## src/design/pbtlv_pkg.sv

```systemverilog
`timescale 1ns / 1ps
package pbtlv_pkg;

    typedef enum logic [1:0] {
        PH_TAG = 2'd0,
        PH_LEN = 2'd1,
        PH_VAL = 2'd2
    } t_phase;

    localparam logic [7:0] TAG_ORDER   = 8'h01;
    localparam logic [7:0] TAG_SVALUE  = 8'h02;
    localparam logic [7:0] TAG_SATTR   = 8'h03;
    localparam logic [7:0] TAG_MAXCNT  = 8'h04;
    localparam logic [7:0] TAG_OFFSET  = 8'h05;
    localparam logic [7:0] TAG_PROPSEL = 8'h06;
    localparam logic [7:0] TAG_FORMAT  = 8'h07;
    localparam logic [7:0] TAG_CARDSEL = 8'h0C;
    localparam logic [7:0] TAG_SELOP   = 8'h0E;
    localparam logic [7:0] TAG_FEAT    = 8'h10;

    typedef struct packed {
        logic [7:0] data_byte;
        logic       last_byte;
    } t_in_item;

    typedef struct packed {
        logic        parse_ok;
        logic [63:0] property_selector;
        logic        ignore_filter;
        logic [31:0] supported_features;
        logic [7:0]  sort_order;
        logic [7:0]  search_attribute;
        logic [15:0] max_list_count;
        logic        need_size;
        logic [15:0] list_start_offset;
        logic [7:0]  card_format;
        logic [63:0] card_selector;
        logic [7:0]  selector_operator;
    } t_out_item;

    // Handshake between the input register and the parse core.
    typedef struct packed {
        logic valid;
        logic take;
    } t_in_ctl;

    function automatic logic tag_known(input logic [7:0] t);
        logic k;
        unique case (t) inside
            TAG_ORDER, TAG_SVALUE, TAG_SATTR, TAG_MAXCNT, TAG_OFFSET,
            TAG_PROPSEL, TAG_FORMAT, TAG_CARDSEL, TAG_SELOP, TAG_FEAT: k = 1'b1;
            default: k = 1'b0;
        endcase
        return k;
    endfunction

    // Fixed value size in bytes; zero for the variable-length search value and unknown tags.
    function automatic logic [3:0] tag_size(input logic [7:0] t);
        logic [3:0] s;
        unique case (t) inside
            TAG_ORDER, TAG_SATTR, TAG_FORMAT, TAG_SELOP: s = 4'd1;
            TAG_MAXCNT, TAG_OFFSET:                      s = 4'd2;
            TAG_FEAT:                                    s = 4'd4;
            TAG_PROPSEL, TAG_CARDSEL:                    s = 4'd8;
            default:                                     s = 4'd0;
        endcase
        return s;
    endfunction

endpackage

```

## src/design/phonebook_app_param_tlv_parser.sv

```systemverilog
// A byte is registered at acceptance and processed by the core from that register;
// the result of a block is loaded into the output register when its last byte is taken.
// Throughput: one byte per cycle while the input is not stalled, set by the parse state update.
// The input stalls only when a finished result is still held by the output.
// Reset (synchronous, active low) empties both registers and restarts parsing.
`timescale 1ns / 1ps
module phonebook_app_param_tlv_parser (
    input  logic                 i_clk,
    input  logic                 i_rst_n,
    input  logic                 i_in_valid,
    output logic                 o_in_stall,
    input  pbtlv_pkg::t_in_item  i_in_item,
    output logic                 o_out_valid,
    input  logic                 i_out_stall,
    output pbtlv_pkg::t_out_item o_out_item
);
    import pbtlv_pkg::*;

    t_in_ctl   in_ctl;
    t_in_item  held_item;
    t_out_item result;
    logic      take;
    logic      fire;
    logic      load;
    logic      r_out_valid;
    logic      n_out_valid;
    t_out_item r_out_item;

    // A held last byte waits while the previous result is still unread.
    assign take = !(held_item.last_byte && r_out_valid && i_out_stall);
    assign fire = in_ctl.take;
    assign load = fire && held_item.last_byte;

    pbtlv_in_reg u_in_reg (
        .i_clk     (i_clk),
        .i_rst_n   (i_rst_n),
        .i_in_valid(i_in_valid),
        .i_in_item (i_in_item),
        .i_take    (take),
        .o_stall   (o_in_stall),
        .o_ctl     (in_ctl),
        .o_item    (held_item)
    );

    pbtlv_core u_core (
        .i_clk   (i_clk),
        .i_rst_n (i_rst_n),
        .i_fire  (fire),
        .i_item  (held_item),
        .o_result(result)
    );

    always_comb begin
        n_out_valid = r_out_valid;
        if (load) begin
            n_out_valid = 1'b1;
        end else if (!i_out_stall) begin
            n_out_valid = 1'b0;
        end
    end

    always_ff @(posedge i_clk) begin
        if (!i_rst_n) begin
            r_out_valid <= 1'b0;
        end else begin
            r_out_valid <= n_out_valid;
        end
    end

    always_ff @(posedge i_clk) begin
        if (load) begin
            r_out_item <= result;
        end
    end

    assign o_out_valid = r_out_valid;
    assign o_out_item  = r_out_item;
endmodule

```

## src/design/pbtlv_in_reg.sv

```systemverilog
`timescale 1ns / 1ps
module pbtlv_in_reg (
    input  logic                i_clk,
    input  logic                i_rst_n,
    input  logic                i_in_valid,
    input  pbtlv_pkg::t_in_item i_in_item,
    input  logic                i_take,
    output logic                o_stall,
    output pbtlv_pkg::t_in_ctl  o_ctl,
    output pbtlv_pkg::t_in_item o_item
);
    import pbtlv_pkg::*;

    logic     r_valid;
    logic     n_valid;
    t_in_item r_item;
    logic     accept;

    // A held byte blocks the input only while the core cannot take it.
    assign o_stall = r_valid && !i_take;
    assign accept  = i_in_valid && !o_stall;

    always_comb begin
        n_valid = r_valid;
        if (accept) begin
            n_valid = 1'b1;
        end else if (r_valid && i_take) begin
            n_valid = 1'b0;
        end
    end

    always_ff @(posedge i_clk) begin
        if (!i_rst_n) begin
            r_valid <= 1'b0;
        end else begin
            r_valid <= n_valid;
        end
    end

    always_ff @(posedge i_clk) begin
        if (accept) begin
            r_item <= i_in_item;
        end
    end

    assign o_ctl.valid = r_valid;
    assign o_ctl.take  = r_valid && i_take;
    assign o_item      = r_item;
endmodule

```

## src/design/pbtlv_core.sv

```systemverilog
`timescale 1ns / 1ps
module pbtlv_core (
    input  logic                 i_clk,
    input  logic                 i_rst_n,
    input  logic                 i_fire,
    input  pbtlv_pkg::t_in_item  i_item,
    output pbtlv_pkg::t_out_item o_result
);
    import pbtlv_pkg::*;

    t_phase      r_phase,  n_phase;
    logic [7:0]  r_tag,    n_tag;
    logic [7:0]  r_left,   n_left;
    logic        r_failed, n_failed;
    logic [63:0] r_accum,  n_accum;
    logic [63:0] r_sel,    n_sel;
    logic        r_ignore, n_ignore;
    logic [31:0] r_feat,   n_feat;
    logic [7:0]  r_order,  n_order;
    logic [7:0]  r_sattr,  n_sattr;
    logic [7:0]  r_format, n_format;
    logic [7:0]  r_selop,  n_selop;
    logic [15:0] r_count,  n_count;
    logic        r_need,   n_need;
    logic [15:0] r_offset, n_offset;
    logic [63:0] r_csel,   n_csel;
    logic [7:0]  left_dec;
    logic [3:0]  size;

    always_comb begin
        n_phase  = r_phase;
        n_tag    = r_tag;
        n_left   = r_left;
        n_failed = r_failed;
        n_accum  = r_accum;
        n_sel    = r_sel;
        n_ignore = r_ignore;
        n_feat   = r_feat;
        n_order  = r_order;
        n_sattr  = r_sattr;
        n_format = r_format;
        n_selop  = r_selop;
        n_count  = r_count;
        n_need   = r_need;
        n_offset = r_offset;
        n_csel   = r_csel;
        size     = tag_size(r_tag);
        left_dec = (r_left != 8'd0) ? r_left - 8'd1 : 8'd0;

        if (!r_failed) begin
            unique case (r_phase)
                PH_TAG: begin
                    if (!tag_known(i_item.data_byte)) begin
                        n_failed = 1'b1;
                    end else begin
                        n_tag   = i_item.data_byte;
                        n_phase = PH_LEN;
                    end
                end
                PH_LEN: begin
                    // Fixed-size tags ignore the length byte.
                    if (size == 4'd0) begin
                        if (i_item.data_byte == 8'd0) begin
                            n_failed = 1'b1;
                        end else begin
                            n_left  = i_item.data_byte;
                            n_accum = '0;
                            n_phase = PH_VAL;
                        end
                    end else begin
                        n_left  = {4'd0, size};
                        n_accum = '0;
                        n_phase = PH_VAL;
                    end
                end
                PH_VAL: begin
                    n_accum = {r_accum[55:0], i_item.data_byte};
                    n_left  = left_dec;
                    if (left_dec == 8'd0) begin
                        n_phase = PH_TAG;
                        case (r_tag)
                            TAG_ORDER:  n_order  = n_accum[7:0];
                            TAG_SATTR:  n_sattr  = n_accum[7:0];
                            TAG_FORMAT: n_format = n_accum[7:0];
                            TAG_SELOP:  n_selop  = n_accum[7:0];
                            TAG_MAXCNT: begin
                                if (n_accum[15:0] == 16'd0) begin
                                    n_need = 1'b1;
                                end else begin
                                    n_count = n_accum[15:0];
                                end
                            end
                            TAG_OFFSET: n_offset = n_accum[15:0];
                            TAG_FEAT:   n_feat   = n_accum[31:0];
                            TAG_PROPSEL: begin
                                n_sel = n_accum;
                                if (n_accum != 64'd0) begin
                                    n_ignore = 1'b0;
                                end
                            end
                            TAG_CARDSEL: n_csel = n_accum;
                            default: ;
                        endcase
                    end
                end
                default: ;
            endcase
        end

        o_result.parse_ok           = !n_failed && (n_phase == PH_TAG);
        o_result.property_selector  = n_sel;
        o_result.ignore_filter      = n_ignore;
        o_result.supported_features = n_feat;
        o_result.sort_order         = n_order;
        o_result.search_attribute   = n_sattr;
        o_result.max_list_count     = n_count;
        o_result.need_size          = n_need;
        o_result.list_start_offset  = n_offset;
        o_result.card_format        = n_format;
        o_result.card_selector      = n_csel;
        o_result.selector_operator  = n_selop;
    end

    // The last byte of a block returns every register to its start value.
    always_ff @(posedge i_clk) begin
        if (!i_rst_n || (i_fire && i_item.last_byte)) begin
            r_phase  <= PH_TAG;
            r_tag    <= 8'd0;
            r_left   <= 8'd0;
            r_failed <= 1'b0;
            r_accum  <= 64'd0;
            r_sel    <= 64'd0;
            r_ignore <= 1'b1;
            r_feat   <= 32'd0;
            r_order  <= 8'd0;
            r_sattr  <= 8'd0;
            r_format <= 8'd0;
            r_selop  <= 8'd0;
            r_count  <= 16'hFFFF;
            r_need   <= 1'b0;
            r_offset <= 16'd0;
            r_csel   <= 64'd0;
        end else if (i_fire) begin
            r_phase  <= n_phase;
            r_tag    <= n_tag;
            r_left   <= n_left;
            r_failed <= n_failed;
            r_accum  <= n_accum;
            r_sel    <= n_sel;
            r_ignore <= n_ignore;
            r_feat   <= n_feat;
            r_order  <= n_order;
            r_sattr  <= n_sattr;
            r_format <= n_format;
            r_selop  <= n_selop;
            r_count  <= n_count;
            r_need   <= n_need;
            r_offset <= n_offset;
            r_csel   <= n_csel;
        end
    end
endmodule

```

## config.mk

```make
export PLATFORM = sky130hd
export DESIGN_NAME = phonebook_app_param_tlv_parser
export DESIGN_NICKNAME = d
export VERILOG_FILES = /design/src/design/pbtlv_pkg.sv /design/src/design/phonebook_app_param_tlv_parser.sv /design/src/design/pbtlv_in_reg.sv /design/src/design/pbtlv_core.sv
export SDC_FILE = /design/constraint.sdc
export NUM_CORES = 1
export LEC_CHECK = 0
export BUFFER_PORTS_ARGS = -buffer_cell sky130_fd_sc_hd__buf_2
export CAP_MARGIN = 40
export CORE_AREA = 2 2 225 338
export DETAILED_ROUTE_END_ITERATION = 10
export DIE_AREA = 0 0 227 340
export HOLD_SLACK_MARGIN = 0.15
export SKIP_CTS_REPAIR_TIMING = 1
export SLEW_MARGIN = 0
export SYNTH_ARGS = -nofsm -noshare
export SYNTH_HDL_FRONTEND = slang
export SYNTH_SLANG_ARGS = --single-unit
```

## constraint.sdc

```tcl
create_clock -name i_clk -period 14.2 [get_ports i_clk]
set_input_delay 2.84 -clock i_clk [delete_from_list [all_inputs] [get_ports i_clk]]
set_output_delay 2.84 -clock i_clk [all_outputs]
set_load 0.05 [all_outputs]
```

==> results.rst, run 1 <==
.. list-table::
   :header-rows: 1

   * - Metric
     - Value
   * - Status
     - finished clean
   * - Fin crit share
     - 44.8%
   * - Cell breakdown of the critical path
     - buf_2, nand2_1, nor2_1, buf_2
   * - Reg2Reg Setup Slack
     - 10270 ps
   * - Clock power frac
     - 46.1%
   * - Cell at the root of the clock tree
     - sky130_fd_sc_hd__clkbuf_16
   * - Initial cell density of the core
     - 29.7%
   * - Kind of path behind the tightest hold check
     - flop to flop
   * - Placer Congestion
     - 0.798
   * - Post-Syn Area
     - 0.0221 mm^2
   * - Combinational Power Share
     - 4.1%
   * - Detailed-route DRC error count
     - 0
   * - Chip width
     - 227 um
   * - Largest area contributor in the synthesized netlist
     - sky130_fd_sc_hd__edfxtp_1
   * - Final worst-path setup slack
     - 7840 ps
   * - Clk sinks
     - 539
   * - Slowest Stage Delay on Critical Path
     - 300 ps
   * - Syn Inst Count
     - 2072
   * - Internal Dissipation
     - 2.52 mW
   * - First-pass GRT wire length
     - 94600 um
   * - Leading cell types by total area after synthesis
     - sky130_fd_sc_hd__edfxtp_1 32%, sky130_fd_sc_hd__dfxtp_1 27%, sky130_fd_sc_hd__nand2_1 11%
   * - Arrival time at the worst endpoint
     - 3520 ps
   * - Die ar.
     - 0.0772 mm^2
   * - Number of distinct library cells after synthesis
     - 62
   * - DIE HEIGHT
     - 340 um
   * - Total core area
     - 0.0745 mm^2
   * - Final wirelength
     - 63000 um
   * - Synth top area share
     - 32.1%
   * - WP buf/inv
     - 2
   * - Slowest CP cell
     - sky130_fd_sc_hd__buf_2
   * - Total number of yosys warnings
     - 0
   * - DR WL/cell
     - 19.2 um
   * - Number of optimization iterations in the first detailed-route pass
     - 5
   * - Data required time of the worst path
     - 11360 ps
   * - Ports placed on the boundary
     - 242
   * - Number of antenna violations at the first check in global routing
     - 0
   * - Slew Limit Fails
     - 0
   * - CTS tree
     - yes
   * - CP most frequent cell
     - sky130_fd_sc_hd__buf_2
   * - Num CTS Buffers
     - 54
   * - Final Hold Slack
     - 451 ps
   * - Final setup violation count
     - 0
   * - Via count
     - 15800
   * - Peak ir drop on the vdd network
     - 0.0841 mV
   * - # Max-Cap Violations
     - 0
   * - Area growth, synth to finish
     - 18.2%
   * - Sum of internal, switching and leakage power
     - 3.28 mW
   * - Routed vias/inst
     - 4.82
   * - Synthesis-stage register bit count
     - 539
   * - Sum Neg Setup Slack
     - 0 ps
   * - Via count of the first global-routing pass
     - 15600
   * - Crit-path leading delay family
     - buffers and inverters
   * - Clock slew at the register clock pins of the worst setup and hold paths
     - 60 ps
   * - Share of flip-flops with an asynchronous set or reset
     - 0%
   * - Count of flip-flops with a built-in enable after synthesis
     - 236
   * - Startpoint types
     - input port
   * - Power per Cell Area
     - 126 mW/mm^2
   * - Fmax
     - 157 MHz
   * - Unrepaired setup endpoints after global routing
     - no
   * - Final core utilization
     - 35.1%
   * - Pre-CTS WS
     - 7860 ps
   * - Final hold vios
     - 0
   * - Min Clock Period, post-route
     - 6360 ps
   * - Reg power frac
     - 49.8%
   * - Switching fraction of total power
     - 23.1%
   * - Switching power summed over all nets
     - 0.759 mW
   * - Synth Area per Inst
     - 10.7 um^2
   * - Source-to-sink clock delay at the later pin of the worst-skew pair
     - 620 ps
   * - Register area share after synthesis
     - 59.6%
   * - Type of the worst setup path
     - input port to primary output
   * - Most common cell after layout, fill and taps aside
     - sky130_fd_sc_hd__nand2_1
   * - Element type at the critical path end
     - primary output
   * - Number of I/O port buffers
     - 241
   * - Max Buffers Root-to-Sink
     - 3
   * - Prevailing post-synth register cell
     - sky130_fd_sc_hd__dfxtp_1
   * - Tightest slew margin relative to the limit
     - 23.7%
   * - Commonest cells after routing, fill and taps aside
     - 630 x sky130_fd_sc_hd__nand2_1, 303 x sky130_fd_sc_hd__dfxtp_1, 242 x sky130_fd_sc_hd__buf_2
   * - Count of nets left with antenna violations after detail routing
     - 0
   * - HPWL after detailed placement
     - 39900 um
   * - CTS HTree Levels
     - 2
   * - Worst slew pin tran
     - 1140 ps
   * - Final #Nets
     - 2261
   * - Number of rows created at floorplan
     - 123
   * - Setup clock skew after layout
     - 26.4 ps
   * - Leak
     - 9.40 nW
   * - Filler cells
     - 7378
   * - Post-Syn Nets
     - 2090
   * - Pin count of the biggest net entering global routing
     - 156
   * - Layout cell share with drive strength beyond 1
     - 28.5%
   * - Highest net fanout along the worst path
     - 3
   * - Global-route usage over all layers
     - 16.0%
   * - Detailed Route Iter0 Violations
     - 1106
   * - Total congestion overflow after global routing
     - 0
## final cells by class
cell class                 count  area [um^2]  area share, %
antenna                        1         2.50        0.00958
clock buffer                  72         1490           5.72
clock inverter                30          379           1.45
inverter                       6         22.5         0.0863
multi-input combinational   1362         8220           31.5
sequential                   539        13200           50.4
tap                         1000         1250           4.79
timing repair buffer         280         1590           6.09
## layer usage
layer | track usage, % | share of wire, % | wire (um) | vias to the layer above
met5 | 0 | 0 | 0 | -
met4 | 7.19 | 3.8 | 2390 | 0
met3 | 2.68 | 4.8 | 3020 | 146
met2 | 28.3 | 51 | 32300 | 529
met1 | 18.7 | 40 | 25300 | 7710
li1 | - | - | - | 7462
## synthesized netlist by cell type (4+ instances only)
cell,count
sky130_fd_sc_hd__a211oi_1,5
sky130_fd_sc_hd__a21boi_0,4
sky130_fd_sc_hd__a21oi_1,121
sky130_fd_sc_hd__a21oi_2,120
sky130_fd_sc_hd__a31oi_1,10
sky130_fd_sc_hd__and2_1,4
sky130_fd_sc_hd__and3_1,5
sky130_fd_sc_hd__buf_2,59
sky130_fd_sc_hd__buf_6,13
sky130_fd_sc_hd__clkbuf_1,90
sky130_fd_sc_hd__dfxtp_1,303
sky130_fd_sc_hd__edfxtp_1,236
sky130_fd_sc_hd__ha_1,5
sky130_fd_sc_hd__inv_1,6
sky130_fd_sc_hd__mux2_1,30
sky130_fd_sc_hd__mux2_2,130
sky130_fd_sc_hd__mux2i_1,54
sky130_fd_sc_hd__nand2_1,630
sky130_fd_sc_hd__nand3_1,66
sky130_fd_sc_hd__nand4_1,5
sky130_fd_sc_hd__nor2_1,65
sky130_fd_sc_hd__nor2b_1,9
sky130_fd_sc_hd__nor3_1,10
sky130_fd_sc_hd__nor3b_1,4
sky130_fd_sc_hd__nor4_1,15
sky130_fd_sc_hd__o211ai_2,6
sky130_fd_sc_hd__o21ai_0,12
## worst register-to-register path: cells and delay by family (launching register included)
| family | cells | cell delay, ps |
|---|---|---|
| fa+ha+maj | 1 | 260 |
| flops | 1 | 360 |
| simple gates | 4 | 1200 |
| compound gates | 1 | 680 |
| mux | 1 | 500 |
| buf+inv | 2 | 660 |
## worst paths after layout
check	endpoint	startpoint	cells past startpoint
setup reg to reg	o_out_item[51]	u_core.r_left[0]	9
hold / removal	u_core.r_feat[29]	u_core.r_feat[29]	2
hold reg to reg	u_core.r_feat[29]	u_core.r_feat[29]	2
setup / recovery	o_in_stall	i_out_stall	4
## metrics by stage
stage          cells  instance area, um^2
2_1_floorplan   2072                22100
3_3_place_gp    3180                24100
3_5_place_dp    3187                24200
4_1_cts         3289                26100
5_1_grt         3289                26100
6_report        3290                26100
## logic make-up (layout without fill, tap and decap cells)
logic type	after synthesis	after routing	synth area share (%)
fa+ha+maj	5	5	0.283
xor+xnor	2	2	0.0793
simple gates	836	836	15.7
compound gates	305	305	10.1
other cells	0	1	0
mux	214	214	10.6
buf+inv	171	388	3.70
flops	539	539	59.6
## state kept, by name, indices dropped and copies added, names as in the netlist, 9 cells and up
name,count
u_core.r_count,16
u_core.r_offset,16
u_core.r_sel,64
u_core.r_accum,56
u_in_reg.o_item,9
o_out_item,227
u_core.r_csel,64
u_core.r_feat,32
## power by group through the flow
stage	combinational [mW]	clock [mW]	sequential, mW
3_5_place_dp	0.135	0	1.67
6_report	0.133	1.52	1.64
3_3_place_gp	0.133	0	1.67
5_1_grt	0.139	1.62	1.64
2_1_floorplan	0.0384	0	1.73
4_1_cts	0.135	1.56	1.64
No activity file was read; power rests on OpenSTA's default activity.
==> run 2, diff against run 1 <==
==> constraint.sdc (replaced) <==
create_clock -name i_clk -period 6.13 [get_ports i_clk]
set_input_delay 1.226 -clock i_clk [delete_from_list [all_inputs] [get_ports i_clk]]
set_output_delay 1.226 -clock i_clk [all_outputs]
set_load 0.05 [all_outputs]
==> run 2 against run 1 <==
  * Clock power grew 120%
  * Count of clock-buffer cells in the layout grew 3
  * First-iteration DRC count shrank 8.3%
  * Combinational power grew 140%
  * Final cell count is essentially flat
  * Critical endpoint is now o_out_item[75]
  * Die area is the same
  * Wire length shrank 0.59%
  * Critical path type is now flop to flop
  * Sequential share of layout area grew 0.056 points
  * Final area shrank 0.11%
==> results.rst, run 2 (synthesis gave the netlist of run 1 again) <==
.. list-table::
   :header-rows: 1

   * - Metric
     - Value
   * - Via count
     - 15700 (-0.71%)
   * - Min Clock Period, post-route
     - 4300 ps
   * - Peak ir drop on the vdd network
     - 0.227 mV (+170%)
   * - Antenna diode instance count
     - 0 (-1)
   * - Via count of the first global-routing pass
     - 15600 (+0.019%)
   * - Area growth, synth to finish
     - 18.1%
   * - Detailed-route DRC error count
     - 0 (unchanged)
   * - First-pass GRT wire length
     - 94400 um (-0.23%)
   * - Most common cell after layout, fill and taps aside
     - sky130_fd_sc_hd__nand2_1
   * - Final Hold Slack
     - 450 ps (-0.879 ps)
   * - Status
     - finished clean
   * - Cell at the root of the clock tree
     - sky130_fd_sc_hd__clkbuf_16
   * - Clk sinks
     - 539 (unchanged)
   * - Worst slew pin tran
     - 907 ps (-238 ps)
   * - Total core area
     - 0.0745 mm^2 (unchanged)
   * - Number of optimization iterations in the first detailed-route pass
     - 5 (unchanged)
   * - Source-to-sink clock delay at the later pin of the worst-skew pair
     - 610 ps (about the same)
   * - DIE HEIGHT
     - 340 um (unchanged)
   * - CTS tree
     - yes
   * - Startpoint types
     - flop
   * - Arrival time at the worst endpoint
     - 4640 ps (+1120 ps)
   * - Post-layout instance count excluding filler cells
     - 3288 (-0.061%)
   * - Placer Congestion
     - 0.835 (+4.6%)
   * - Fin crit share
     - 70.2%
   * - Filler cells
     - 7439 (+0.83%)
   * - Pre-CTS WS
     - 1830 ps (-6030 ps)
   * - Highest net fanout along the worst path
     - 41 (+38)
   * - Number of I/O port buffers
     - 241 (unchanged)
   * - Max reg flops
     - 227 (unchanged)
   * - Count of nets left with antenna violations after detail routing
     - 0 (unchanged)
   * - Type of the worst setup path
     - flop to flop
   * - Ports placed on the boundary
     - 242 (unchanged)
   * - CTS HTree Levels
     - 2 (unchanged)
   * - Num CTS Buffers
     - 53 (-1.9%)
   * - Leak
     - 9.36 nW (-0.34%)
   * - Unrepaired setup endpoints after global routing
     - no
   * - Detailed Route Iter0 Violations
     - 1014 (-8.3%)
   * - Data required time of the worst path
     - 6460 ps (-4900 ps)
   * - Final hold vios
     - 0 (unchanged)
   * - Initial cell density of the core
     - 29.7% (unchanged)
   * - Setup clock skew after layout
     - 26.9 ps (+0.504 ps)
   * - Total congestion overflow after global routing
     - 0 (unchanged)
   * - Global-route usage over all layers
     - 16.0% (about the same)
   * - # Max-Cap Violations
     - 0 (unchanged)
   * - Final worst-path setup slack
     - 1830 ps (-6010 ps)
   * - Final setup violation count
     - 0 (unchanged)
   * - Final core utilization
     - 35.0% (-0.039 points)
   * - Element type at the critical path end
     - flop
   * - Tightest slew margin relative to the limit
     - 39.6% (+16 points)
   * - Power per Cell Area
     - 287 mW/mm^2 (+130%)
   * - Multi-input combinational cell area
     - 0.00822 mm^2 (unchanged)
   * - Reg area
     - 0.0132 mm^2 (unchanged)
   * - Clock slew at the register clock pins of the worst setup and hold paths
     - 60 ps (about the same)
   * - Routed vias/inst
     - 4.79 (-0.65%)
   * - Commonest cells after routing, fill and taps aside
     - 630 x sky130_fd_sc_hd__nand2_1, 303 x sky130_fd_sc_hd__dfxtp_1, 242 x sky130_fd_sc_hd__buf_2
   * - Final wirelength
     - 62700 um (-0.59%)
   * - Max Buffers Root-to-Sink
     - 3 (unchanged)
   * - Sum Neg Setup Slack
     - 0 ps (unchanged)
   * - Kind of path behind the tightest hold check
     - flop to flop
   * - Layout cell share with drive strength beyond 1
     - 28.4% (-0.12 points)
   * - Pin count of the biggest net entering global routing
     - 110 (-29%)
   * - DR WL/cell
     - 19.1 um (-0.53%)
   * - Final #Nets
     - 2262 (+0.044%)
   * - Number of placed instances, taps included
     - 3189 (+0.063%)
   * - Number of rows created at floorplan
     - 123 (unchanged)
   * - HPWL after detailed placement
     - 40500 um (+1.3%)
   * - Fmax
     - 232 MHz
   * - Chip width
     - 227 um (unchanged)
   * - Slew Limit Fails
     - 0 (unchanged)
   * - Number of antenna violations at the first check in global routing
     - 1 (+1)
   * - Die ar.
     - 0.0772 mm^2 (unchanged)
## run 2: layout make-up
type	instances	area share, %
Multi-Input combinational cell	1362	31.5
Inverter	6	0.0863
Clock inverter	24	1.08
Sequential cell	539	50.4
Clock buffer	75	5.84
Timing Repair Buffer	282	6.25
Tap cell	1000	4.80
## run 2: final timing paths
check	depth (start not counted)	to	startpoint	slack (ps)
min reg2reg	2	u_core.r_feat[7]	u_core.r_feat[7]	450
max reg2reg	9	o_out_item[75]	u_core.r_phase[0]	1830
max	9	o_out_item[75]	u_core.r_phase[0]	1830
min	2	u_core.r_feat[7]	u_core.r_feat[7]	450
## run 2: where the power goes
part           switching [mW]  internal (mW)  total (mW)  leakage, nW
Sequential             0.0163           3.77        3.79         4.56
Clock                    1.42           1.95        3.37        0.873
Combinational           0.263         0.0508       0.314         3.93
Total                    1.70           5.78        7.48         9.36
## run 2: per-layer routing
| layer | GRT usage [%] | wire length [um] | part of all wire, % | vias up |
|---|---|---|---|---|
| met5 | 0 | 0 | 0 | - |
| met4 | 7.54 | 2900 | 4.6 | 0 |
| met3 | 2.09 | 2550 | 4.1 | 136 |
| met2 | 28.8 | 32200 | 51 | 496 |
| met1 | 18.5 | 25000 | 40 | 7662 |
| li1 | - | - | - | 7440 |
## run 2: per-stage QoR
step,power [mW],cell area [um^2]
after floorplan,4.09,22100
after global placement,4.18,24100
after detailed placement,4.19,24300
after CTS,7.57,26100
after global routing,7.70,26100
final,7.48,26100
## run 2: worst max-delay path, cell delays in order (launching register included)
cell and delay, ps:
sky130_fd_sc_hd__dfxtp_1 340, sky130_fd_sc_hd__inv_1 120, sky130_fd_sc_hd__ha_2 630, sky130_fd_sc_hd__buf_4 510, sky130_fd_sc_hd__nor3b_1 410, sky130_fd_sc_hd__nand3b_1 430
sky130_fd_sc_hd__nor2_1 210, sky130_fd_sc_hd__a22o_1 230, sky130_fd_sc_hd__nor2b_1 720, sky130_fd_sc_hd__mux2_1 390
